<file path="src/hw/rtl/cis_ram.sv">
// Generic single-write, single-read RAM with registered read data.
module cis_ram #(
	parameter int WIDTH = 8,
	parameter int DEPTH = 16
) (
	input  logic                     clk,
	input  logic                     we,
	input  logic [$clog2(DEPTH)-1:0] waddr,
	input  logic [WIDTH-1:0]         wdata,
	input  logic [$clog2(DEPTH)-1:0] raddr,
	output logic [WIDTH-1:0]         rdata
);

	logic [WIDTH-1:0] mem [DEPTH];

	// Write one word and register one read word each cycle.
	always_ff @(posedge clk) begin
		if (we) begin
			mem[waddr] <= wdata;
		end
		rdata <= mem[raddr];
	end

endmodule

</file>
<file path="config.mk">
export PLATFORM = sky130hd
export DESIGN_NAME = cis_ram
export DESIGN_NICKNAME = d
export VERILOG_FILES = /design/src/hw/rtl/cis_ram.sv
export SDC_FILE = /design/constraint.sdc
export NUM_CORES = 1
export LEC_CHECK = 0
export BUFFER_PORTS_ARGS = -buffer_cell sky130_fd_sc_hd__clkbuf_2
export CAP_MARGIN = 40
export CORE_MARGIN = 2
export CORE_UTILIZATION = 25
export DETAILED_ROUTE_END_ITERATION = 16
export GPL_ROUTABILITY_DRIVEN = 0
export SYNTH_ARGS = -nofsm -noshare
export SYNTH_HDL_FRONTEND = slang
export SYNTH_SLANG_ARGS = --single-unit
export TNS_END_PERCENT = 1
</file>
<file path="constraint.sdc">
create_clock -name clk -period 4 [get_ports clk]
set_input_delay 0.4 -clock clk [delete_from_list [all_inputs] [get_ports clk]]
set_output_delay 0.4 -clock clk [all_outputs]
set_load 0.02 [all_outputs]
</file>
==> out/metrics.csv <==
metric,value,unit
status,"complete, no violations",
path_cells,clkbuf_2 > buf_12 > buf_4 > mux4_1 > a22oi_1 > nand2_1,
synth_flop_cell,edfxtp_1,
ys_seq_area_share,77.78,%
m1WireLength,4.886,mm
placed_cell_area,5665,sq um
synth_edf_count,128,
yosysWarnings,0,
relSlewSlack,41.23,%
wl_met3,455,um
reg2reg_depth,3,
worstMarginPinSlew,878.2,ps
fin_util,31.00,%
syn_inst,229,
comb_power_share,4.8,%
first_iter_violations,174,
ctsRootBufferMaster,clkbuf_16,
synth_common_cells,"128 x edfxtp_1, 18 x mux4_2, 16 x a22oi_1, 14 x mux4_1, 13 x nor2_1",
placed_cells,529,
dieArea,21750,sq um
cts-resized-gates,0,
top_layer,met4,
drive_gt1_share,30.82,%
whs_path_depth,1,
clk_pin_slew,60,ps
finClkSkew,10.74,ps
synthTopCellsByArea,"edfxtp_1 75%, mux4_2 7.9%, mux4_1 7.1%",
cp.arrival,1960,ps
syn-cell-area,5147,sq um
drc,0,
finalCritPeriodShare,41.62,%
grt_setup_unrepaired,false,
cts_made_buffers,17,
initial_core_util,25.44,%
hold_path_class,primary input to register,
hold_ws,396.6,ps
htree_levels,4,
max-vdd-ir-drop,0.3076,mV
worst-path-max-fanout,19,
drv_slew,0,
grt_overflow,0,
yosys.area.top_type,edfxtp_1,
cts_max_path_buffers,2,
grt_pass1_wl,15.76,mm
syn-num-nets,247,
p_sw,0.6901,mW
core.rowCount,52,
finalHoldViolations,0,
setup_ws,2335,ps
clock.fmax,600.6,MHz
finalNonFillerCells,562,
port_buffers,25,
ant_nets,0,
p_int,2.640,mW
grt_max_degree,32,
pwr-share-seq,48.2,%
worstSkewPairLatency,420,ps
setup_viol,0,
switching_share,20.72,%
pin_count,26,
max_cap_violations,0,
dr.pass1.iters,4,
worstSetupPathDepth,6,
num_antenna_cells,0,
hpwlAfterDp,6.858,mm
routed_wl,10.37,mm
ys_ff_latch,136,
avgSynthCellArea,22.48,sq um
route.vias.total,2448,
required,4290,ps
die_x,147.5,um
pre_cts_ws,1873,ps
synthArstFlopShare,0,%
dr_wl_met2,4.897,mm
post_cts_buffers,0,
vias_per_cell,4.356,
grt_pass1_vias,2613,
fp.dieH,147.5,um
clock-sinks,136,
finalNetCount,297,
wl_per_cell,18.45,um
p_per_area,530.8,nW/um^2
cts_tree,built,
crit_slowest_cell,mux4_1,
cp-end-kind,register,
crit_family,buffers and inverters,
synth_most_common_cell,edfxtp_1,
report.power.total,3.330,mW
clkPwrFrac,47.1,%
final_area,6274,sq um
antenna_found_initial,0,
hold_buffers,0,
crit_buf_inv,3,
syn2layout_area_growth,21.88,%
fin_crit,1665,ps
netlist.area_leader.share,74.67,%
leakagePower,2.081,nW
critPathLaunchType,primary input,
max_stage_delay,570,ps
grtUsageTotal,10.10,%
setup.worst_path.class,primary input to register,
synth.distinct_cells,19,
tns,0,ps
coreArea,20230,sq um
worst reg2reg max path, stage by stage, from the launching register on:
cell and delay, ps:
edfxtp_1 360, mux4_2 510, a22oi_1 250, nand2_1 160
area by class of cell:
cell class                      count  area, sq um
Tap cell                          270        337.8
Multi-Input combinational cell     83         1057
Timing Repair Buffer               41        274.0
Sequential cell                   136         4004
Clock inverter                     14        171.4
Clock buffer                       18        429.2
Fill cell                        1907        13960
placed cells by master (no fill, tap or decap), drive strengths merged:
master    count
nand3         1
nor2b         1
nand3b        2
clkinvlp      2
nor3          4
clkbuf       43
nand2         9
bufinv        3
nor2         13
and2          1
mux4         32
clkinv        6
a22oi        16
and2b         1
nand2b        2
buf          16
inv           3
edfxtp      128
dfxtp         8
or3b          1
routing by layer:
layer	global-route usage, %	up-vias
met5	0	-
met4	3.173	0
met3	3.056	13
met2	15.70	57
met1	13.67	1302
li1	-	1076
registers in the layout (all words and copies together) (netlist names):
name,cells
mem,128
rdata,8
worst paths after layout:
path,from,to,slack (ps)
setup / recovery,raddr[0],rdata[3]$_DFF_P_,2340
hold / removal,wdata[6],mem[7][6]$_DFFE_PP_,400
setup reg to reg,mem[11][7]$_DFFE_PP_,rdata[7]$_DFF_P_,2560
hold reg to reg,mem[12][1]$_DFFE_PP_,rdata[1]$_DFF_P_,670
power by group through the flow:
| stage | sequential (mW) | combinational [mW] | clock [mW] |
|---|---|---|---|
| 3_5_place_dp | 1.63 | 0.161 | 0 |
| 2_1_floorplan | 1.64 | 0.0809 | 0 |
| 4_1_cts | 1.60 | 0.161 | 1.59 |
| 5_1_grt | 1.61 | 0.172 | 1.64 |
| 3_3_place_gp | 1.63 | 0.151 | 0 |
| 6_report | 1.60 | 0.158 | 1.57 |
logic make-up (layout without fill, tap and decap cells):
group / Yosys count / in the layout / synth area share (%)
AND/OR/NAND/NOR: 35 / 35 / 3.184
multiplexers: 32 / 32 / 15.02
AO/OA/AOI/OAI: 16 / 16 / 2.334
flip-flops: 136 / 136 / 77.78
buffers and inverters: 10 / 73 / 1.677
Note: power is estimated with default switching activity, not from simulation.
