==> src/hw/rtl/cis_pkg.sv <==
// Package of constants, types and helpers for the contact impulse solver.
package cis_pkg;

	localparam int MAX_BODIES = 256;
	localparam int FRAC_BITS  = 16;
	localparam int ADDR_W     = $clog2(MAX_BODIES);

	localparam int MUL_W  = 33;
	localparam int PROD_W = 2 * MUL_W;
	localparam int DIVD_W = 64;
	localparam int SATW   = 68;
	localparam int ACC_W  = 54;

	localparam int CFG_IDX_W  = 2;
	localparam int CFG_DATA_W = 17;

	localparam logic [CFG_IDX_W-1:0] CFG_BODY_COUNT = 2'd0;
	localparam logic [CFG_IDX_W-1:0] CFG_PERCENT    = 2'd1;
	localparam logic [CFG_IDX_W-1:0] CFG_SLOP       = 2'd2;

	localparam logic [16:0] RESET_PERCENT = 17'd13107;
	localparam logic [16:0] RESET_SLOP    = 17'd655;

	localparam logic [2:0] CMD_LOAD_V    = 3'd0;
	localparam logic [2:0] CMD_LOAD_P    = 3'd1;
	localparam logic [2:0] CMD_LOAD_PROP = 3'd2;
	localparam logic [2:0] CMD_SOLVE     = 3'd3;
	localparam logic [2:0] CMD_READ_V    = 3'd4;
	localparam logic [2:0] CMD_READ_P    = 3'd5;

	localparam logic [1:0] ST_DONE = 2'd0;
	localparam logic [1:0] ST_SEP  = 2'd1;
	localparam logic [1:0] ST_BAD  = 2'd2;
	localparam logic [1:0] ST_ZERO = 2'd3;

	typedef logic signed [31:0] q_t;
	typedef q_t [2:0] vec_t;

	typedef struct packed {
		vec_t v;
		vec_t p;
		q_t   inv_mass;
		q_t   rest;
		logic stat;
	} body_t;

	localparam int BODY_W = $bits(body_t);

	// Clamp a wide signed value to the signed 32-bit range.
	function automatic q_t sat32(input logic signed [SATW-1:0] v);
		q_t r;
		if (v[SATW-1:31] == '0 || v[SATW-1:31] == '1) begin
			r = v[31:0];
		end else if (v[SATW-1]) begin
			r = 32'h8000_0000;
		end else begin
			r = 32'h7fff_ffff;
		end
		return r;
	endfunction

endpackage

==> src/hw/rtl/cis_div.sv <==
// Bit-serial signed divider, truncating toward zero, one quotient bit a cycle.
module cis_div (
	input  logic                                  clk,
	input  logic                                  arst_n,
	input  logic                                  start,
	input  logic signed [cis_pkg::DIVD_W-1:0]     dividend,
	input  logic signed [cis_pkg::MUL_W-1:0]      divisor,
	output logic                                  done,
	output logic signed [cis_pkg::DIVD_W-1:0]     quotient
);

	localparam int CNT_W = $clog2(cis_pkg::DIVD_W);

	logic                          busy_q;
	logic                          done_q;
	logic [CNT_W-1:0]              cnt_q;
	logic [cis_pkg::DIVD_W-1:0]    num_q;
	logic [cis_pkg::DIVD_W-1:0]    quo_q;
	logic [cis_pkg::MUL_W:0]       rem_q;
	logic [cis_pkg::MUL_W-1:0]     dmag_q;
	logic                          neg_q;
	logic signed [cis_pkg::DIVD_W-1:0] quot_q;

	logic [cis_pkg::MUL_W:0]       rem_sh;
	logic [cis_pkg::MUL_W:0]       rem_n;
	logic                          fits;
	logic [cis_pkg::DIVD_W-1:0]    quo_n;

	// Shift in one dividend bit and try one subtract.
	always_comb begin
		rem_sh = {rem_q[cis_pkg::MUL_W-1:0], num_q[cis_pkg::DIVD_W-1]};
		fits   = rem_sh >= {1'b0, dmag_q};
		rem_n  = fits ? rem_sh - {1'b0, dmag_q} : rem_sh;
		quo_n  = {quo_q[cis_pkg::DIVD_W-2:0], fits};
	end

	// Count the steps and flag the finished quotient.
	always_ff @(posedge clk or negedge arst_n) begin
		if (!arst_n) begin
			busy_q <= 1'b0;
			done_q <= 1'b0;
			cnt_q  <= '0;
		end else begin
			done_q <= 1'b0;
			if (start) begin
				busy_q <= 1'b1;
				cnt_q  <= CNT_W'(cis_pkg::DIVD_W - 1);
			end else if (busy_q) begin
				if (cnt_q == '0) begin
					busy_q <= 1'b0;
					done_q <= 1'b1;
				end else begin
					cnt_q <= cnt_q - 1'b1;
				end
			end
		end
	end

	// Take magnitudes at start, iterate, then restore the sign.
	always_ff @(posedge clk) begin
		if (start) begin
			num_q  <= dividend[cis_pkg::DIVD_W-1] ? cis_pkg::DIVD_W'(-dividend)
			                                      : cis_pkg::DIVD_W'(dividend);
			dmag_q <= divisor[cis_pkg::MUL_W-1] ? cis_pkg::MUL_W'(-divisor)
			                                    : cis_pkg::MUL_W'(divisor);
			neg_q  <= dividend[cis_pkg::DIVD_W-1] ^ divisor[cis_pkg::MUL_W-1];
			rem_q  <= '0;
			quo_q  <= '0;
		end else if (busy_q) begin
			num_q <= {num_q[cis_pkg::DIVD_W-2:0], 1'b0};
			rem_q <= rem_n;
			quo_q <= quo_n;
			if (cnt_q == '0) begin
				quot_q <= neg_q ? -$signed(quo_n) : $signed(quo_n);
			end
		end
	end

	assign done     = done_q;
	assign quotient = quot_q;

endmodule

==> config.mk <==
export PLATFORM = sky130hd
export DESIGN_NAME = cis_div
export DESIGN_NICKNAME = d
export VERILOG_FILES = /design/src/hw/rtl/cis_pkg.sv /design/src/hw/rtl/cis_div.sv
export SDC_FILE = /design/constraint.sdc
export NUM_CORES = 1
export LEC_CHECK = 0
export BUFFER_PORTS_ARGS = -buffer_cell sky130_fd_sc_hd__buf_2
export CORE_MARGIN = 3
export CORE_UTILIZATION = 60
export DETAILED_ROUTE_END_ITERATION = 12
export PLACE_DENSITY = 0.81
export SLEW_MARGIN = 20
export SYNTH_ARGS = -nofsm -noshare
export SYNTH_HDL_FRONTEND = slang
export SYNTH_SLANG_ARGS = --single-unit
==> constraint.sdc <==
create_clock -name clk -period 7.4 [get_ports clk]
set_clock_uncertainty 0.1 [all_clocks]
set_input_delay 0.74 -clock clk [delete_from_list [all_inputs] [get_ports clk]]
set_output_delay 0.74 -clock clk [all_outputs]
set_load 0.05 [all_outputs]
==> impl_metrics.py, run 1 <==
metrics = {
    "route": {
        "vias": 11260,
        "wl_per_cell_um": 15.70,
        "drtAntennaViolNets": 0,
        "drc_errors": 0,
        "drt_iter0_drc": 829,
        "via_per_inst": 5.762,
        "routed_wirelength_mm": 30.67,
        "drt-pass1-iter-count": 5,
    },
    "synth": {
        "yosysUniqueCellTypes": 70,
        "synth_seq_area_share_pct": 47.60,
        "synth_fa_ha_area_share_pct": 3.376,
        "muxShareOfSynthArea_pct": 5.251,
        "synthArstFlopShare_pct": 3.008,
        "synthFlopType": "edfxtp_1",
        "synth_area_per_cell_um2": 9.884,
        "mappedNetlistNets": 1624,
        "synth_top_family_by_area": "simple AND/OR/NAND/NOR gates",
        "ys_ff_latch": 266,
        "ys_warn_count": 0,
        "synthCells": 1485,
        "synthXorXnorAreaFrac_pct": 10.98,
        "synth_edf_count": 162,
        "syn_area_mm2": 0.01468,
        "synth-compound-area-share_pct": 14.53,
        "synth-simple-area-share_pct": 14.93,
    },
    "power": {
        "ir_drop_uv": 187.1,
        "p_leak_uw": 0.007132,
        "power.density_mw_per_mm2": 306.4,
    },
    "timing": {
        "period_needed_ps": 4437,
        "relSlewSlack_pct": 27.64,
        "setup_tns_ps": 0,
        "fin_crit_sh_pct": 59.96,
        "slew_violations": 0,
        "max_freq_ghz": 0.2254,
        "tightest_slew_ps": 1085,
        "hold_violations": 0,
        "setup_viol": 0,
        "rsz0062_at_grt": "no",
    },
    "worst_setup_path": {
        "crit_path_end_kind": "register",
        "slowest_delay_ps": 440,
        "start_kind": "register",
        "path_class": "register to register",
        "worstPathArrival_ps": 4620,
        "crit_fanout": 6,
        "cp_slowest_cell": "a221o_1",
        "crit_chain": "inv_1 -> ha_1 -> a21oi_1 -> o21ai_0 -> a221o_1 -> o311ai_1 -> and3_1 -> ha_1 -> nor2b_1 -> nand2_1 -> or3_1 -> nor3_1 -> and2_1 -> nand2_1 -> o41ai_1 -> xnor2_1",
        "cp_data_required_time_ps": 7590,
    },
    "flow_run": {
        "drv_cap": 0,
    },
    "die": {
        "rows": 56,
        "die_area_mm2": 0.02638,
        "fp.dieH_um": 162.4,
        "core-area_mm2": 0.02375,
        "ioPinCount": 165,
        "start_util_pct": 61.79,
        "die_w_um": 162.4,
    },
    "place": {
        "dpl-instance-area_mm2": 0.01568,
        "place.gp.congestion": 0.9234,
        "hpwl_mm": 21.44,
        "port_buffers": 164,
    },
    "cells_and_area": {
        "area_growth_pct": 13.03,
        "num-fill-cells": 1803,
        "final_util_pct": 69.84,
        "final_layout_size_suffix_gt1_share_pct": 14.92,
        "fin_area_mm2": 0.01659,
        "diodes": 0,
        "fin_nets": 1753,
    },
    "grt": {
        "groute.usage.overall_pct": 22.82,
        "grt_max_degree": 110,
        "overflow": 0,
        "antenna_found_initial": 0,
        "grt_pass1_wl_mm": 50.42,
        "grt_pass1_vias": 10570,
    },
    "cts": {
        "clock-sinks": 266,
        "ctsHtreeMaxLevel": 1,
        "cts_resized": 0,
        "root_buffer": "clkbuf_16",
        "clock_path_buffers": 3,
        "clk_pin_slew_worst_paths_ps": 60,
        "cts_tree": "done",
        "insertion_delay_ps": 550,
        "postCtsSetupRepairBufs": 0,
        "cts_buffers": 27,
        "postCtsHoldBufs": 1,
    },
    "run_status": {
        "status": "finished clean",
    },
    "hold_path": {
        "holdCritPathClass": "input pin to register",
    },
}
kinds of logic (layout without fill, tap and decap cells):
logic type / Yosys count / count (layout)
mux: 77 / 77
buf+inv: 125 / 275
xor+xnor: 184 / 184
flops: 266 / 266
compound gates: 331 / 331
simple gates: 463 / 463
fa+ha+maj: 39 / 39
power by group:
part           internal [uW]  switching (uW)
combinational            756            1070
clock                    801             567
sequential              1800            92.6
total                   3360            1720
layout by cell type (no fill, tap or decap), types with 17 or more instances in the layout:
cell type,instances
nor3_1,26
ha_1,38
o31ai_1,49
xnor2_1,108
o41ai_1,17
buf_2,163
o21ai_0,82
clkbuf_16,27
inv_1,51
or3_1,30
nor2_1,190
a21o_1,21
xor2_1,76
mux2i_1,77
dfxtp_1,96
edfxtp_1,162
nand2_1,104
a21oi_1,92
metal layers:
metal  share of wire, %  GRT usage, %  vias to the layer above  routed length, um
met2                 48         38.34                      306              14700
met5                  0             0                        -                  0
met1                 45         31.84                     5299              13820
met3                4.8         2.696                       43               1462
met4                2.2         5.700                        0                685
li1                   -             -                     5611                  -
area by class of cell:
| cell class | instances | area [um2] | share of cell area, % |
|---|---|---|---|
| multi-input combinational | 1094 | 7204 | 43.43 |
| sequential | 266 | 6990 | 42.14 |
| timing repair buffer | 172 | 892.1 | 5.377 |
| clock buffer | 32 | 714.4 | 4.306 |
| tap | 319 | 399.1 | 2.406 |
| inverter | 53 | 201.4 | 1.214 |
| clock inverter | 18 | 187.7 | 1.131 |
sequential cells by signal, summed over array words and instances (netlist names):
signal / count
dmag_q: 33
busy_q: 1
quotient: 64
neg_q: 1
quo_q: 63
cnt_q: 6
done: 1
rem_q: 33
num_q: 64
stage by stage:
step	hold WS [ps]	setup slack (ps)	std cells	power (uW)
6_report	334.8	2963	1954	5082
5_1_grt	313.3	2506	1954	5395
4_1_cts	315.1	2944	1954	5104
3_5_place_dp	381.0	2948	1903	3722
3_3_place_gp	373.2	3138	1903	3656
2_1_floorplan	344.4	3191	1485	3332
synthesized netlist by cell type, drive strengths merged (11+ instances only):
cell	n	area [um2]
nor2	191	724.4
edfxtp	162	4865
xnor2	108	945.9
nand2	104	390.4
dfxtp	96	1922
a21oi	92	460.4
o21ai	83	415.4
mux2i	77	770.7
xor2	76	665.6
clkbuf	64	240.2
inv	53	201.5
o31ai	52	405.4
ha	38	475.5
or3	31	198.9
nor3	26	130.1
a21o	21	157.7
o41ai	19	192.7
or4	19	153.9
nand3	17	90.09
nand2b	16	100.1
a211oi	15	112.6
or2	12	75.08
nor4	11	68.82
o211ai	11	82.58
worst max-delay path, delay by kind of cell, from the launching register on:
family,cells,cell delay [ps]
and+or+nand+nor,7,1690
AOI/OAI and AO/OA,5,1350
adders and majority gates,2,540
DFF,1,330
xor gates and xnor gates,1,120
buffers and inverters,1,40
final timing paths:
check / start / end / slack (ps) / depth (start not counted)
max in group asynchronous: arst_n / busy_q$_DFF_PN0_ / 6490 / 2
max reg2reg: dmag_q[7]$_DFFE_PP_ / quotient[56]$_DFFE_PP_ / 2960 / 16
max: dmag_q[7]$_DFFE_PP_ / quotient[56]$_DFFE_PP_ / 2960 / 16
min: divisor[0] / dmag_q[0]$_DFFE_PP_ / 330 / 1
min in group asynchronous: arst_n / cnt_q[4]$_DFFE_PN0P_ / 510 / 2
min reg2reg: rem_q[31]$_SDFFE_PP0P_ / rem_q[31]$_SDFFE_PP0P_ / 390 / 2
Power figures use the tool's default switching activity.
==> inputs of run 2 (changes only) <==
--- a/config.mk
+++ b/config.mk
@@ -7,9 +7,9 @@
 export LEC_CHECK = 0
 export BUFFER_PORTS_ARGS = -buffer_cell sky130_fd_sc_hd__buf_2
 export CORE_MARGIN = 3
-export CORE_UTILIZATION = 60
+export CORE_UTILIZATION = 54
 export DETAILED_ROUTE_END_ITERATION = 12
-export PLACE_DENSITY = 0.81
+export PLACE_DENSITY = 0.77
 export SLEW_MARGIN = 20
 export SYNTH_ARGS = -nofsm -noshare
 export SYNTH_HDL_FRONTEND = slang
==> constraint.sdc (replaced) <==
create_clock -name clk -period 3.9 [get_ports clk]
set_clock_uncertainty 0.1 [all_clocks]
set_input_delay 0.39 -clock clk [delete_from_list [all_inputs] [get_ports clk]]
set_output_delay 0.39 -clock clk [all_outputs]
set_load 0.05 [all_outputs]
==> impl_metrics.py, run 2 (same netlist as run 1, synthesis figures left out) <==
metrics = {
    "route": {
        "drt_iter0_drc": 744,
        "wl_per_cell_um": 15.80,
        "routed_wirelength_mm": 32.47,
        "vias": 11470,
        "drc_errors": 0,
        "via_per_inst": 5.579,
        "drtAntennaViolNets": 0,
        "drt-pass1-iter-count": 7,
    },
    "grt": {
        "groute.usage.overall_pct": 21.47,
        "overflow": 0,
        "grt_max_degree": 110,
        "antenna_found_initial": 1,
        "grt_pass1_wl_mm": 52.41,
        "grt_pass1_vias": 10840,
    },
    "worst_setup_path": {
        "crit_fanout": 3,
        "cp_data_required_time_ps": 4100,
        "path_class": "register to register",
        "worstPathArrival_ps": 4020,
        "r2r-start": "dmag_q[9]$_DFFE_PP_",
        "rr_endpoint": "quotient[60]$_DFFE_PP_",
        "crit_chain": "inv_2 -> ha_4 -> a21oi_2 -> o21ai_2 -> a221o_1 -> o311ai_2 -> and3_4 -> ha_4 -> nor2b_4 -> nand2_2 -> or3_4 -> nor3_4 -> and2_4 -> nand2_8 -> o41ai_4 -> xnor2_1",
        "crit_path_end_kind": "register",
        "slowest_delay_ps": 400,
        "path_delay_family": "simple AND/OR/NAND/NOR gates",
        "cp_slowest_cell": "a221o_1",
        "cp_common_cell": "ha_4",
        "worst-path-buf-inv": 1,
        "reg2reg_depth": 16,
        "start_kind": "register",
        "r2r_setup_slack_ps": 80,
    },
    "timing": {
        "relSlewSlack_pct": 30.42,
        "rsz0062_at_grt": "yes",
        "fin_crit_sh_pct": 97.92,
        "tightest_slew_ps": 1044,
        "setup_viol": 0,
        "period_needed_ps": 3819,
        "slew_violations": 0,
        "hold_violations": 0,
        "max_freq_ghz": 0.2619,
    },
    "hold_path": {
        "worstHoldEndpoint": "dmag_q[28]$_DFFE_PP_",
        "holdCritPathClass": "input pin to register",
        "whs_path_depth": 2,
        "hp-start": "divisor[28]",
    },
    "cells_and_area": {
        "layout_common_cells": "nor2_1 (190), buf_2 (163), edfxtp_1 (162)",
        "final_common_cell": "nor2_1",
        "final_layout_size_suffix_gt1_share_pct": 20.24,
        "area_growth_pct": 19.16,
        "stdcell_count": 2055,
        "fin_area_mm2": 0.01749,
        "fin_nets": 1835,
        "final_util_pct": 66.37,
    },
    "power": {
        "p_leak_uw": 0.007566,
        "power.density_mw_per_mm2": 604.5,
        "fin_total_pwr_uw": 10570,
        "ir_drop_uv": 494.3,
    },
    "run_status": {
        "status": "finished clean",
    },
    "cts": {
        "root_buffer": "clkbuf_16",
        "clock-sinks": 266,
        "cts_tree": "done",
        "ctsHtreeMaxLevel": 1,
        "clock_path_buffers": 3,
        "clk_pin_slew_worst_paths_ps": 60,
        "cts_buffers": 29,
        "insertion_delay_ps": 560,
    },
    "die": {
        "fp.dieH_um": 170.9,
        "rows": 59,
        "die_w_um": 170.9,
        "die_area_mm2": 0.02919,
        "start_util_pct": 55.69,
        "ioPinCount": 165,
        "core-area_mm2": 0.02635,
    },
    "place": {
        "port_buffers": 164,
        "place.gp.congestion": 0.8924,
        "dp_cells": 1994,
        "dpl-instance-area_mm2": 0.01633,
        "hpwl_mm": 23.05,
    },
    "flow_run": {
        "drv_cap": 0,
    },
}
## run 2: changes by cell type in the layout (fill, tap and decap cells not counted), moves of 4 or more
cell | previous run | this run
o21ai_0 | 82 | 78
ha_1 | 38 | 32
ha_4 | 0 | 6
clkinv_2 | 8 | 4
buf_4 | 7 | 82
## run 2: layout make-up
cell class                 instances  area (um2)
multi-input combinational       1094        7405
clock buffer                      34       754.5
tap                              335       419.2
antenna                            1       2.502
clock inverter                    20       182.7
sequential                       266        6990
inverter                          53       201.4
timing repair buffer             252        1535
fill                            2085        8864
## run 2: through the flow
step | hold slack (ps) | setup TNS, ps | setup WS, ps
after floorplan | -5.591 | 0 | 25.05
after global placement | 142.1 | -63.34 | -63.34
after detailed placement | 142.4 | -156.5 | -132.1
after CTS | 14.99 | 0 | 1.913
after global routing | 46.29 | -35.64 | -25.60
final | 40.41 | 0 | 81.22
## run 2: worst max path at each step
stage | cells after the start | slack (ps) | end | startpoint
after global placement | 16 | -60 | quotient[60]$_DFFE_PP_ | dmag_q[9]$_DFFE_PP_
after floorplan | 19 | 30 | quotient[60]$_DFFE_PP_ | dmag_q[21]$_DFFE_PP_
final | 16 | 80 | quotient[60]$_DFFE_PP_ | dmag_q[9]$_DFFE_PP_
after global routing | 16 | -30 | quotient[60]$_DFFE_PP_ | dmag_q[9]$_DFFE_PP_
after detailed placement | 16 | -130 | quotient[60]$_DFFE_PP_ | dmag_q[9]$_DFFE_PP_
after CTS | 17 | 2 | quotient[60]$_DFFE_PP_ | num_q[63]$_DFFE_PP_
## run 2: per-layer routing
metal / part of all wire (%) / GRT usage [%] / wire length [um] / vias up
li1: - / - / - / 5787
met1: 46 / 30.51 / 14990 / 5328
met2: 47 / 35.59 / 15200 / 303
met3: 4.9 / 2.449 / 1599 / 47
met4: 2.1 / 5.073 / 686 / 0
met5: 0 / 0 / 0 / -
## run 2: what timing repair did
action	CTS	global route
resized for setup	2	26
hold buffers	3	0
endpoints found under the setup margin	6	31
buffers inserted	0	3
pin swaps	2	14
hold endpoints to repair	10	0
## run 2: worst reg2reg max path: stages, from the launching register on
cell	delay (ps)
edfxtp_1	380
inv_2	80
ha_4	200
a21oi_2	140
o21ai_2	80
a221o_1	400
o311ai_2	280
and3_4	250
ha_4	140
nor2b_4	150
nand2_2	60
or3_4	370
nor3_4	210
and2_4	210
nand2_8	70
o41ai_4	350
xnor2_1	110
## run 2: report_power, final
group	total (uW)	switching, uW	internal, uW
Clock	2660	1130	1530
Sequential	3600	184	3420
Combinational	4310	2250	2050
Total	10600	3570	7000
==> inputs of run 3 (changes only) <==
--- a/config.mk
+++ b/config.mk
@@ -6,10 +6,12 @@
 export NUM_CORES = 1
 export LEC_CHECK = 0
 export BUFFER_PORTS_ARGS = -buffer_cell sky130_fd_sc_hd__buf_2
+export CORE_ASPECT_RATIO = 0.8
 export CORE_MARGIN = 3
 export CORE_UTILIZATION = 54
 export DETAILED_ROUTE_END_ITERATION = 12
-export PLACE_DENSITY = 0.77
+export PLACE_DENSITY_LB_ADDON = 0.25
+export RECOVER_POWER = 25
 export SLEW_MARGIN = 20
 export SYNTH_ARGS = -nofsm -noshare
 export SYNTH_HDL_FRONTEND = slang
==> impl_metrics.py, run 3 (same netlist as run 1, synthesis figures left out) <==
metrics = {
    "power": {
        "ir_drop_uv": 409.8,
        "p_leak_uw": 0.007258,
        "power.density_mw_per_mm2": 605.0,
        "fin_total_pwr_uw": 10380,
    },
    "cts": {
        "clk_pin_slew_worst_paths_ps": 70,
        "clock_path_buffers": 3,
        "clock-sinks": 266,
        "cts_tree": "done",
        "ctsHtreeMaxLevel": 1,
        "root_buffer": "clkbuf_16",
        "insertion_delay_ps": 550,
        "cts_buffers": 27,
    },
    "grt": {
        "grt_pass1_wl_mm": 52.25,
        "antenna_found_initial": 0,
        "grt_pass1_vias": 10340,
        "met3_usage_pct": 2.454,
        "groute.usage.overall_pct": 21.43,
        "globalRouteMet2Util_pct": 33.08,
        "grtUsageMet1_pct": 32.95,
        "gr-max-usage-layer": "met2",
        "grt_max_degree": 94,
        "overflow": 0,
    },
    "route": {
        "drc_errors": 0,
        "vias": 11410,
        "drt-pass1-iter-count": 6,
        "drt_iter0_drc": 819,
        "via_per_inst": 5.578,
        "drtAntennaViolNets": 0,
        "wl_per_cell_um": 15.67,
        "routed_wirelength_mm": 32.04,
    },
    "worst_setup_path": {
        "cp.depth": 17,
        "crit_path_end_kind": "register",
        "path_delay_family": "simple AND/OR/NAND/NOR gates",
        "rr_endpoint": "quotient[52]$_DFFE_PP_",
        "crit_fanout": 5,
        "setup.worst_path.end": "quotient[52]$_DFFE_PP_",
        "cp_slowest_cell": "edfxtp_1",
        "reg2reg_depth": 17,
        "path_class": "register to register",
        "crit_chain": "inv_2 -> ha_4 -> a21o_1 -> a21o_1 -> a221o_1 -> o311ai_2 -> and3_4 -> ha_4 -> nor2b_4 -> nand2_2 -> or3_4 -> nor3_4 -> and2_4 -> nand2_4 -> buf_6 -> o31ai_4 -> xnor2_1",
        "cp_data_required_time_ps": 4100,
        "start_kind": "register",
        "r2r-start": "dmag_q[11]$_DFFE_PP_",
        "worst-path-buf-inv": 2,
        "worstSetupStartpoint": "dmag_q[11]$_DFFE_PP_",
        "worstPathArrival_ps": 3990,
        "slowest_delay_ps": 370,
        "r2r_setup_slack_ps": 110,
    },
    "cells_and_area": {
        "diodes": 0,
        "layout_common_cells": "nor2_1 (190), edfxtp_1 (162), buf_2 (110)",
        "final_common_cell": "nor2_1",
        "multiInputGateArea_mm2": 0.007348,
        "fin_nets": 1806,
        "regArea_mm2": 0.006990,
        "num-fill-cells": 2184,
        "final_util_pct": 64.68,
        "final_layout_size_suffix_gt1_share_pct": 16.00,
        "area_growth_pct": 16.90,
    },
    "timing": {
        "tightest_slew_ps": 2542,
        "max_freq_ghz": 0.2641,
        "setup_viol": 0,
        "rsz0062_at_grt": "yes",
        "hold_violations": 0,
        "fin_crit_sh_pct": 97.09,
        "period_needed_ps": 3787,
        "slew_violations": 159,
        "relSlewSlack_pct": -69.47,
    },
    "die": {
        "start_util_pct": 55.33,
        "die_w_um": 190.3,
        "fp.dieH_um": 153.5,
        "core-area_mm2": 0.02653,
        "die_area_mm2": 0.02921,
        "rows": 53,
        "ioPinCount": 165,
    },
    "run_status": {
        "status": "finished, violations left",
        "violations": "capacitance limit, slew limit",
    },
    "hold_path": {
        "holdCritPathClass": "input pin to register",
        "hp-start": "divisor[14]",
        "whs_path_depth": 2,
    },
    "place": {
        "port_buffers": 164,
        "place.gp.congestion": 0.8807,
        "hpwl_mm": 22.84,
    },
    "flow_run": {
        "drv_cap": 2,
    },
}
run 3: how the worst min path moves through the flow:
stage | endpoint | slack, ps
floorplan | busy_q$_DFF_PN0_ | -6
CTS | dmag_q[17]$_DFFE_PP_ | 40
finish | dmag_q[14]$_DFFE_PP_ | 50
detailed placement | cnt_q[2]$_DFFE_PN0P_ | 140
global placement | cnt_q[2]$_DFFE_PN0P_ | 140
global route | dmag_q[28]$_DFFE_PP_ | 50
run 3: cell type report:
| cell class | count | share of cell area [%] |
|---|---|---|
| Multi-Input combinational cell | 1094 | 42.83 |
| Sequential cell | 266 | 40.74 |
| Timing Repair Buffer | 225 | 7.212 |
| Clock buffer | 28 | 4.018 |
| Tap cell | 357 | 2.603 |
| Clock inverter | 22 | 1.422 |
| Inverter | 53 | 1.174 |
run 3: layer usage:
metal | vias to the layer above | routed length [um]
met5 | - | 0
met4 | 0 | 476
met3 | 35 | 1931
met2 | 328 | 14180
met1 | 5320 | 15450
li1 | 5723 | -
run 3: what timing repair did:
action | CTS | global route
hold endpoints to repair | 9 | 0
endpoints found under the setup margin | 5 | 18
hold buffers | 2 | 0
setup buffers | 1 | 3
pin swaps | 1 | 14
gates resized for setup | 3 | 23
run 3: through the flow:
stage / hold slack, ps / setup slack (ps) / instance area, um2 / TNS (ps) / cells
floorplan: -5.591 / 25.05 / 14740 / 0 / 1485
global placement: 138.7 / 68.23 / 16150 / 0 / 1989
detailed placement: 138.7 / -55.82 / 16150 / -142.7 / 1989
CTS: 38.72 / 12.19 / 17130 / 0 / 2042
global route: 45.68 / -38.76 / 17160 / -38.76 / 2045
finish: 54.22 / 113.4 / 17160 / 0 / 2045
run 3: where the power goes:
group          switching, uW  leakage, uW  internal, uW
sequential               183      0.00243          3420
clock                   1110     0.000442          1560
combinational           2200      0.00439          1910
